File: src/design/crbck_pkg.sv
package crbck_pkg;

  localparam int unsigned MAX_DEST_DIM_DEF = 2048;

  localparam int unsigned APB_AW = 4;
  localparam int unsigned APB_DW = 32;

  localparam logic [1:0] REG_SRC_W = 2'd0;
  localparam logic [1:0] REG_SRC_H = 2'd1;
  localparam logic [1:0] REG_DST_W = 2'd2;
  localparam logic [1:0] REG_DST_H = 2'd3;

  localparam logic [12:0] SRC_W_RST = 13'd640;
  localparam logic [12:0] SRC_H_RST = 13'd480;
  localparam logic [11:0] DST_W_RST = 12'd320;
  localparam logic [11:0] DST_H_RST = 12'd240;

  // With this source width the colour key is forced off in normal mode.
  localparam logic [12:0] KEY_OFF_WIDTH = 13'd640;

  localparam logic KIND_START = 1'b0;
  localparam logic KIND_PIXEL = 1'b1;

  typedef struct packed {
    logic        kind;
    logic [11:0] rect_x;
    logic [11:0] rect_y;
    logic [12:0] rect_w;
    logic [12:0] rect_h;
    logic [10:0] dest_x;
    logic [10:0] dest_y;
    logic        key_request;
    logic [7:0]  source_pixel;
  } crbck_in_t;

  typedef struct packed {
    logic        read_valid;
    logic [23:0] read_address;
    logic        write_enable;
    logic [21:0] write_address;
    logic [7:0]  write_pixel;
    logic        done_res;
  } crbck_out_t;

endpackage

File: src/design/crbck_stream_if.sv
interface crbck_stream_if #(
  parameter type T = logic
);
  logic valid;
  logic ready;
  T     data;

  modport source (output valid, output data, input ready);
  modport sink (input valid, input data, output ready);
endinterface

File: src/design/clipped_rect_blit_color_key.sv
// Rectangle blitter for 8-bit palette pixels with colour key and 2:1 decimation.
// Configuration: an APB-style port holds source and destination sizes. The user
// must write it only while no blit is in flight; the block itself does not
// enforce this. pready is always high. Input channel in_i: a start item latches
// the rectangle, destination origin and key request, clips the region and yields
// one result asking for the first source pixel, or one with done_res set if the
// clipped region is empty. Each pixel item carries the requested pixel and
// yields one result with the destination write and the next read request; the
// last one has done_res set. A pixel item while no blit runs yields an all-zero
// result. Output channel out_o: exactly one result item per accepted input item.
// Throughput is one item per clock while out_o does not stall. Clipping and the
// counter update happen in the cycle an item is accepted, the two address
// multipliers work in the next cycle, and the result is offered from the output
// register. When out_o stalls, results hold in the output register and the
// middle stage still fills, so in_i stays ready until both are occupied.
// Reset clears the pipeline and blit state and loads the default sizes.
module clipped_rect_blit_color_key #(
  parameter int unsigned MAX_DEST_DIM = crbck_pkg::MAX_DEST_DIM_DEF
) (
  input  logic                            clk_i,
  input  logic                            rst_ni,
  input  logic                            psel,
  input  logic                            penable,
  input  logic                            pwrite,
  input  logic [crbck_pkg::APB_AW-1:0]    paddr,
  input  logic [crbck_pkg::APB_DW-1:0]    pwdata,
  output logic [crbck_pkg::APB_DW-1:0]    prdata,
  output logic                            pready,
  crbck_stream_if.sink                    in_i,
  crbck_stream_if.source                  out_o
);
  import crbck_pkg::*;

  typedef struct packed {
    logic        rv;
    logic [13:0] rd_col;
    logic [13:0] rd_row;
    logic [12:0] sw;
    logic        we;
    logic [12:0] wr_col;
    logic [12:0] wr_row;
    logic [11:0] dw;
    logic [7:0]  pix;
    logic        done;
  } s1_t;

  localparam logic [12:0] MaxDim = 13'(MAX_DEST_DIM);

  function automatic logic [12:0] clip_span(logic [12:0] len, logic [12:0] start,
                                            logic [12:0] limit);
    logic [12:0] room;
    room = (start >= limit) ? 13'd0 : limit - start;
    return (len < room) ? len : room;
  endfunction

  logic [12:0] src_w_q, src_h_q;
  logic [11:0] dst_w_q, dst_h_q;

  logic        busy_q, busy_d;
  logic        dec_q, dec_d;
  logic        key_q, key_d;
  logic [11:0] col_q, col_d, row_q, row_d;
  logic [11:0] reg_w_q, reg_w_d, reg_h_q, reg_h_d;
  logic [11:0] soc_q, soc_d, sor_q, sor_d;
  logic [10:0] doc_q, doc_d, dor_q, dor_d;

  logic        s1_vld_q, s2_vld_q;
  s1_t         s1_q, s1_d;
  crbck_out_t  s2_q;

  logic        s2_load, s1_load, in_fire;
  crbck_in_t   in;

  // Configuration port
  assign pready = 1'b1;

  always_ff @(posedge clk_i or negedge rst_ni) begin
    if (!rst_ni) begin
      src_w_q <= SRC_W_RST;
      src_h_q <= SRC_H_RST;
      dst_w_q <= DST_W_RST;
      dst_h_q <= DST_H_RST;
    end else if (psel && penable && pwrite && pready) begin
      unique case (paddr[3:2])
        REG_SRC_W: src_w_q <= pwdata[12:0];
        REG_SRC_H: src_h_q <= pwdata[12:0];
        REG_DST_W: dst_w_q <= pwdata[11:0];
        REG_DST_H: dst_h_q <= pwdata[11:0];
        default:   ;
      endcase
    end
  end

  always_comb begin
    unique case (paddr[3:2])
      REG_SRC_W: prdata = APB_DW'(src_w_q);
      REG_SRC_H: prdata = APB_DW'(src_h_q);
      REG_DST_W: prdata = APB_DW'(dst_w_q);
      REG_DST_H: prdata = APB_DW'(dst_h_q);
      default:   prdata = '0;
    endcase
  end

  // Pipeline handshake
  assign s2_load  = !s2_vld_q || out_o.ready;
  assign s1_load  = !s1_vld_q || s2_load;
  assign in_i.ready = s1_load;
  assign in_fire  = in_i.valid && in_i.ready;
  assign in       = in_i.data;

  // Stage one: clipping and counter update
  logic        dec_c, oversize, last_c, wrap_c;
  logic [12:0] w_c, h_c;
  logic [11:0] col_n, row_n;

  always_comb begin
    dec_c    = (src_w_q == {dst_w_q, 1'b0}) && (src_h_q == {dst_h_q, 1'b0});
    oversize = ({1'b0, dst_w_q} > MaxDim) || ({1'b0, dst_h_q} > MaxDim);
    if (dec_c) begin
      w_c = clip_span(clip_span({1'b0, dst_w_q}, {2'b0, in.rect_x[11:1]}, {1'b0, dst_w_q}),
                      {2'b0, in.dest_x}, {1'b0, dst_w_q});
      h_c = clip_span(clip_span({1'b0, dst_h_q}, {2'b0, in.rect_y[11:1]}, {1'b0, dst_h_q}),
                      {2'b0, in.dest_y}, {1'b0, dst_h_q});
    end else begin
      w_c = clip_span(clip_span(in.rect_w, {1'b0, in.rect_x}, src_w_q),
                      {2'b0, in.dest_x}, {1'b0, dst_w_q});
      h_c = clip_span(clip_span(in.rect_h, {1'b0, in.rect_y}, src_h_q),
                      {2'b0, in.dest_y}, {1'b0, dst_h_q});
    end
    if (oversize) begin
      w_c = '0;
      h_c = '0;
    end

    col_n  = col_q + 12'd1;
    wrap_c = (col_n >= reg_w_q);
    row_n  = wrap_c ? row_q + 12'd1 : row_q;
    col_n  = wrap_c ? 12'd0 : col_n;
    last_c = (row_n >= reg_h_q);

    busy_d = busy_q;
    dec_d  = dec_q;
    key_d  = key_q;
    col_d  = col_q;
    row_d  = row_q;
    reg_w_d = reg_w_q;
    reg_h_d = reg_h_q;
    soc_d  = soc_q;
    sor_d  = sor_q;
    doc_d  = doc_q;
    dor_d  = dor_q;

    s1_d        = '0;
    s1_d.sw     = src_w_q;
    s1_d.dw     = dst_w_q;
    s1_d.wr_col = 13'(doc_q) + 13'(col_q);
    s1_d.wr_row = 13'(dor_q) + 13'(row_q);
    s1_d.pix    = in.source_pixel;

    if (in.kind == KIND_START) begin
      dec_d   = dec_c;
      key_d   = in.key_request && (dec_c || (src_w_q != KEY_OFF_WIDTH));
      reg_w_d = w_c[11:0];
      reg_h_d = h_c[11:0];
      if (!oversize) begin
        soc_d = dec_c ? {in.rect_x[11:1], 1'b0} : in.rect_x;
        sor_d = dec_c ? {in.rect_y[11:1], 1'b0} : in.rect_y;
      end
      doc_d  = in.dest_x;
      dor_d  = in.dest_y;
      col_d  = '0;
      row_d  = '0;
      busy_d = (w_c[11:0] != 12'd0) && (h_c[11:0] != 12'd0);
      s1_d.rv     = busy_d;
      s1_d.rd_col = 14'(soc_d);
      s1_d.rd_row = 14'(sor_d);
      s1_d.done   = !busy_d;
    end else if (busy_q) begin
      s1_d.we = !(key_q && (in.source_pixel == 8'd0));
      if (last_c) begin
        busy_d    = 1'b0;
        col_d     = '0;
        row_d     = '0;
        s1_d.done = 1'b1;
      end else begin
        col_d       = col_n;
        row_d       = row_n;
        s1_d.rv     = 1'b1;
        s1_d.rd_col = 14'(soc_q) + (dec_q ? {1'b0, col_n, 1'b0} : 14'(col_n));
        s1_d.rd_row = 14'(sor_q) + (dec_q ? {1'b0, row_n, 1'b0} : 14'(row_n));
      end
    end
  end

  always_ff @(posedge clk_i or negedge rst_ni) begin
    if (!rst_ni) begin
      busy_q  <= 1'b0;
      dec_q   <= 1'b0;
      key_q   <= 1'b0;
      col_q   <= '0;
      row_q   <= '0;
      reg_w_q <= '0;
      reg_h_q <= '0;
      soc_q   <= '0;
      sor_q   <= '0;
      doc_q   <= '0;
      dor_q   <= '0;
    end else if (in_fire) begin
      busy_q  <= busy_d;
      dec_q   <= dec_d;
      key_q   <= key_d;
      col_q   <= col_d;
      row_q   <= row_d;
      reg_w_q <= reg_w_d;
      reg_h_q <= reg_h_d;
      soc_q   <= soc_d;
      sor_q   <= sor_d;
      doc_q   <= doc_d;
      dor_q   <= dor_d;
    end
  end

  always_ff @(posedge clk_i or negedge rst_ni) begin
    if (!rst_ni) begin
      s1_vld_q <= 1'b0;
    end else if (s1_load) begin
      s1_vld_q <= in_fire;
    end
  end

  always_ff @(posedge clk_i) begin
    if (in_fire) begin
      s1_q <= s1_d;
    end
  end

  // Stage two: linear address multipliers
  logic [26:0] rd_prod;
  logic [24:0] wr_prod;
  crbck_out_t  s2_d;

  always_comb begin
    rd_prod = 27'(s1_q.rd_row) * 27'(s1_q.sw);
    wr_prod = 25'(s1_q.wr_row) * 25'(s1_q.dw);
    s2_d.read_valid    = s1_q.rv;
    s2_d.read_address  = s1_q.rv ? 24'(s1_q.rd_col) + rd_prod[23:0] : 24'd0;
    s2_d.write_enable  = s1_q.we;
    s2_d.write_address = s1_q.we ? 22'(s1_q.wr_col) + wr_prod[21:0] : 22'd0;
    s2_d.write_pixel   = s1_q.we ? s1_q.pix : 8'd0;
    s2_d.done_res      = s1_q.done;
  end

  always_ff @(posedge clk_i or negedge rst_ni) begin
    if (!rst_ni) begin
      s2_vld_q <= 1'b0;
    end else if (s2_load) begin
      s2_vld_q <= s1_vld_q;
    end
  end

  always_ff @(posedge clk_i) begin
    if (s2_load && s1_vld_q) begin
      s2_q <= s2_d;
    end
  end

  assign out_o.valid = s2_vld_q;
  assign out_o.data  = s2_q;

endmodule

File: src/flat_wrapper.sv
// flat-port wrapper written by rule: the top's interface ports become plain ports
module clipped_rect_blit_color_key_flat import crbck_pkg::*;
#(
  parameter int unsigned MAX_DEST_DIM = crbck_pkg::MAX_DEST_DIM_DEF
)
  (clk_i, rst_ni, psel, penable, pwrite, paddr, pwdata, prdata, pready, in_i_valid, in_i_data, in_i_ready, out_o_valid, out_o_data, out_o_ready);
  crbck_stream_if #(.T(crbck_in_t)) in_i_i ();
  crbck_stream_if #(.T(crbck_out_t)) out_o_i ();
  input  logic clk_i;
  input  logic rst_ni;
  input  logic psel;
  input  logic penable;
  input  logic pwrite;
  input  logic [crbck_pkg::APB_AW-1:0] paddr;
  input  logic [crbck_pkg::APB_DW-1:0] pwdata;
  output logic [crbck_pkg::APB_DW-1:0] prdata;
  output logic pready;
  input wire logic [$bits(in_i_i.valid)-1:0] in_i_valid;
  input wire logic [$bits(in_i_i.data)-1:0] in_i_data;
  output wire logic [$bits(in_i_i.ready)-1:0] in_i_ready;
  output wire logic [$bits(out_o_i.valid)-1:0] out_o_valid;
  output wire logic [$bits(out_o_i.data)-1:0] out_o_data;
  input wire logic [$bits(out_o_i.ready)-1:0] out_o_ready;
  assign in_i_i.valid = in_i_valid;
  assign in_i_i.data = in_i_data;
  assign in_i_ready = in_i_i.ready;
  assign out_o_valid = out_o_i.valid;
  assign out_o_data = out_o_i.data;
  assign out_o_i.ready = out_o_ready;
  clipped_rect_blit_color_key #(.MAX_DEST_DIM(MAX_DEST_DIM)) u_core (.clk_i(clk_i), .rst_ni(rst_ni), .psel(psel), .penable(penable), .pwrite(pwrite), .paddr(paddr), .pwdata(pwdata), .prdata(prdata), .pready(pready), .in_i(in_i_i), .out_o(out_o_i));
endmodule
File: config.mk
export PLATFORM = sky130hd
export DESIGN_NAME = clipped_rect_blit_color_key_flat
export DESIGN_NICKNAME = d
export VERILOG_FILES = /design/src/design/crbck_pkg.sv /design/src/design/crbck_stream_if.sv /design/src/design/clipped_rect_blit_color_key.sv /design/src/flat_wrapper.sv
export SDC_FILE = /design/constraint.sdc
export NUM_CORES = 2
export LEC_CHECK = 0
export BUFFER_PORTS_ARGS = -buffer_cell sky130_fd_sc_hd__buf_2
export CAP_MARGIN = 20
export CELL_PAD_IN_SITES_DETAIL_PLACEMENT = 0
export CELL_PAD_IN_SITES_GLOBAL_PLACEMENT = 1
export CORE_UTILIZATION = 53
export CTS_CLUSTER_SIZE = 8
export DETAILED_ROUTE_END_ITERATION = 12
export PLACE_DENSITY = 0.95
export SLEW_MARGIN = 20
export SYNTH_ARGS = -nofsm -noshare
export SYNTH_HDL_FRONTEND = slang
export SYNTH_SLANG_ARGS = --single-unit
File: constraint.sdc
create_clock -name clk_i -period 20.4 [get_ports clk_i]
set_input_delay 2.04 -clock clk_i [delete_from_list [all_inputs] [get_ports clk_i]]
set_output_delay 2.04 -clock clk_i [all_outputs]
set_load 0.05 [all_outputs]
==> impl_metrics.toml <==
[critical_path]
cp_slowest_cell = "a2111oi_2"
cpPeakStageDelay_ps = 620
required_ps = 20720
worst_path_most_repeated_cell = "a21o_1"
end_kind = "flip-flop"
path_class = "primary input to flip-flop"
cp_max_fo = 14
start_kind = "primary input"
crit_arrival_ps = 10740

[clocking]
cts_resized = 0
clk_path_buf_depth = 3
cts_tree = "done"
h-tree-depth = 2
path_clk_slew_ps = 50
numClockSinks = 296
numCtsBuffers = 43
cts_setup_buffers = 0
clockRootBuffer = "clkbuf_16"
insertion_delay_ps = 580
cts_hold_buffers = 0

[route]
drt_first_pass_iters = 6
wl_um = 88700
wire_per_inst_um = 19.7
drc = 0
vias = 26200
drt_iter0_drc = 2121
vias_per_cell = 5.82
ant_nets = 0

[cells_and_area]
fillers = 5277
post-route-util_pct = 58.7
drive_gt1_share_pct = 10.5
syn2layout_area_growth_pct = 8.53
instances_no_fill = 4509
finalNetCount = 4451

[placed_design]
port-buffer-count = 175
gp_congestion = 0.967
place_hpwl_um = 71000
placed_cells_incl_taps = 4431

[timing]
fin_skew_ps = 41.3
fin_crit_sh_pct = 51.1
setup_violations = 0
drv_slew = 0
rsz0062_at_grt = "false"
period_minus_slack_ps = 10420
slew_headroom_pct = 31.0
worstMarginPinSlew_ps = 1030
fin_tns_setup_ps = 0
fmax_mhz = 96.0
final_hold_viol_count = 0

[synthesis]
ys_async_sr_fraction_pct = 50.3
ys_ff_latch = 296
ys_warn_count = 0
synthesis.area_sq_um = 32900
synth_top_cell_by_area = "fa_1"
syn_inst = 3568
synth-edff-count = 147
ys_types = 90
synth_area_leaders = "fa_1, ha_1, edfxtp_1, dfrtp_1, inv_1"
ys_seq_area_share_pct = 24.8
synth_top_area_share_pct = 16.4
synthTopCellsByCount = "inv_1, nand2_1, ha_1"
synth_ff_type = "edfxtp_1"
synthMostInstantiatedCell = "inv_1"
avgSynthCellArea_sq_um = 9.22

[global_routing]
grt-ovfl-total = 0
met1_usage_pct = 38.3
grt_max_degree = 71
grt.total_usage_pct = 28.6
grt_pass1_vias = 25600
grt_pass1_wl_um = 141000
top_usage_layer = "met2"
antenna_found_initial = 3
grt_use_met2_pct = 46.8
use_met3_pct = 3.37

[die]
die_w_um = 251
ios = 217
dieArea_sq_um = 63100
rows = 90
die_y_um = 251
initial_core_util_pct = 54.1
coreArea_sq_um = 60800

[flow_run]
maxCapViolations = 0

[min_path]
worstHoldPathType = "flip-flop to flip-flop"

[run_status]
status = "complete, no violations"
layout make-up:
type | count | area, sq um | share of cell area (%)
sequential | 296 | 8160 | 22.8
inverter | 479 | 1800 | 5.04
tap | 782 | 978 | 2.74
clock buffer | 73 | 1230 | 3.45
clock inverter | 2 | 25.0 | 0.0701
multi-input combinational | 2673 | 22400 | 62.8
timing repair buffer | 201 | 1080 | 3.04
antenna | 3 | 7.51 | 0.0210
path summary, 6_finish.rpt:
kind / start / endpoint / slack [ps] / depth (start not counted)
max: in_i_data[71] / u_core.s1_q[0]$_DFFE_PP_ / 9980 / 31
min: u_core.s1_q[0]$_DFFE_PP_ / u_core.out_o.data[0]$_DFFE_PP_ / 420 / 0
max reg2reg: u_core.src_w_q[0]$_DFFE_PN0P_ / u_core.s1_q[0]$_DFFE_PP_ / 11220 / 31
min reg2reg: u_core.s1_q[0]$_DFFE_PP_ / u_core.out_o.data[0]$_DFFE_PP_ / 420 / 0
max in group asynchronous: rst_ni / u_core.sor_q[4]$_DFFE_PN0P_ / 17170 / 3
min in group asynchronous: rst_ni / u_core.src_w_q[5]$_DFFE_PN0P_ / 1390 / 1
metal layers:
| layer | part of all wire [%] | vias to the layer above |
|---|---|---|
| li1 | - | 12300 |
| met1 | 42 | 12700 |
| met2 | 47 | 984 |
| met3 | 6.6 | 220 |
| met4 | 4.3 | 0 |
| met5 | 0 | - |
critical path, delay by kind of cell:
family	cells	cell delay, ps
adders and majority gates	3	960
buffers and inverters	3	440
muxes	1	460
AOI/OAI and AO/OA	18	4910
and+or+nand+nor	6	1920
logic make-up after synthesis:
family,after synthesis,synth area share (%)
fa+ha+maj,632,30.2
other cells,2,0.0228
flops,296,24.8
compound gates,682,13.5
xor+xnor,163,4.34
simple gates,1049,15.3
buf+inv,619,7.36
mux,125,4.53
state kept, by name, indices dropped and copies added, names as in the netlist:
signal / count
u_core.busy_q: 1
u_core.col_q: 12
u_core.dec_q: 1
u_core.doc_q: 11
u_core.dor_q: 11
u_core.dst_h_q: 12
u_core.dst_w_q: 12
u_core.key_q: 1
u_core.out_o.data: 57
u_core.out_o.valid: 1
u_core.reg_h_q: 12
u_core.reg_w_q: 12
u_core.row_q: 12
u_core.s1_q: 90
u_core.s1_vld_q: 1
u_core.soc_q: 12
u_core.sor_q: 12
u_core.src_h_q: 13
u_core.src_w_q: 13
placed cells by master (no fill, tap or decap), types with 11 or more instances in the layout:
cell type	netlist	final
o21bai_1	16	16
o211ai_1	18	18
mux2_2	72	72
nand2b_1	32	32
and3_1	19	19
o22ai_1	22	22
xor2_1	57	57
mux2i_1	41	41
buf_4	20	25
and2_1	162	161
a21boi_0	15	15
inv_1	478	477
a21oi_1	148	148
conb_1	2	22
a31oi_1	16	16
a21o_1	83	83
or2_2	12	12
o21a_1	26	26
clkbuf_16	0	44
ha_1	362	362
nor3_1	43	42
o31ai_1	14	14
clkbuf_1	104	27
nand4_1	34	34
edfxtp_1	147	147
nand2_1	432	431
nor2b_1	28	28
dfstp_2	12	12
nand3_1	55	55
dfrtp_1	137	137
or3_1	11	11
o21ai_0	192	190
fa_1	270	270
mux4_2	12	12
nor2_1	169	167
buf_2	5	174
xnor2_1	106	106
a211oi_1	32	32
nor4_1	13	13
metrics by stage:
step | cell area (sq um) | hold WS [ps] | worst slack [ps]
5_1_grt | 35700 | 454 | 9420
4_1_cts | 35700 | 425 | 10230
2_1_floorplan | 33000 | 400 | 11970
3_5_place_dp | 34400 | 412 | 9640
3_3_place_gp | 34400 | 408 | 9710
6_report | 35700 | 423 | 9980
Power is not shown: default switching activity piles up to over one toggle a cycle in this logic, so the estimate is an artifact.
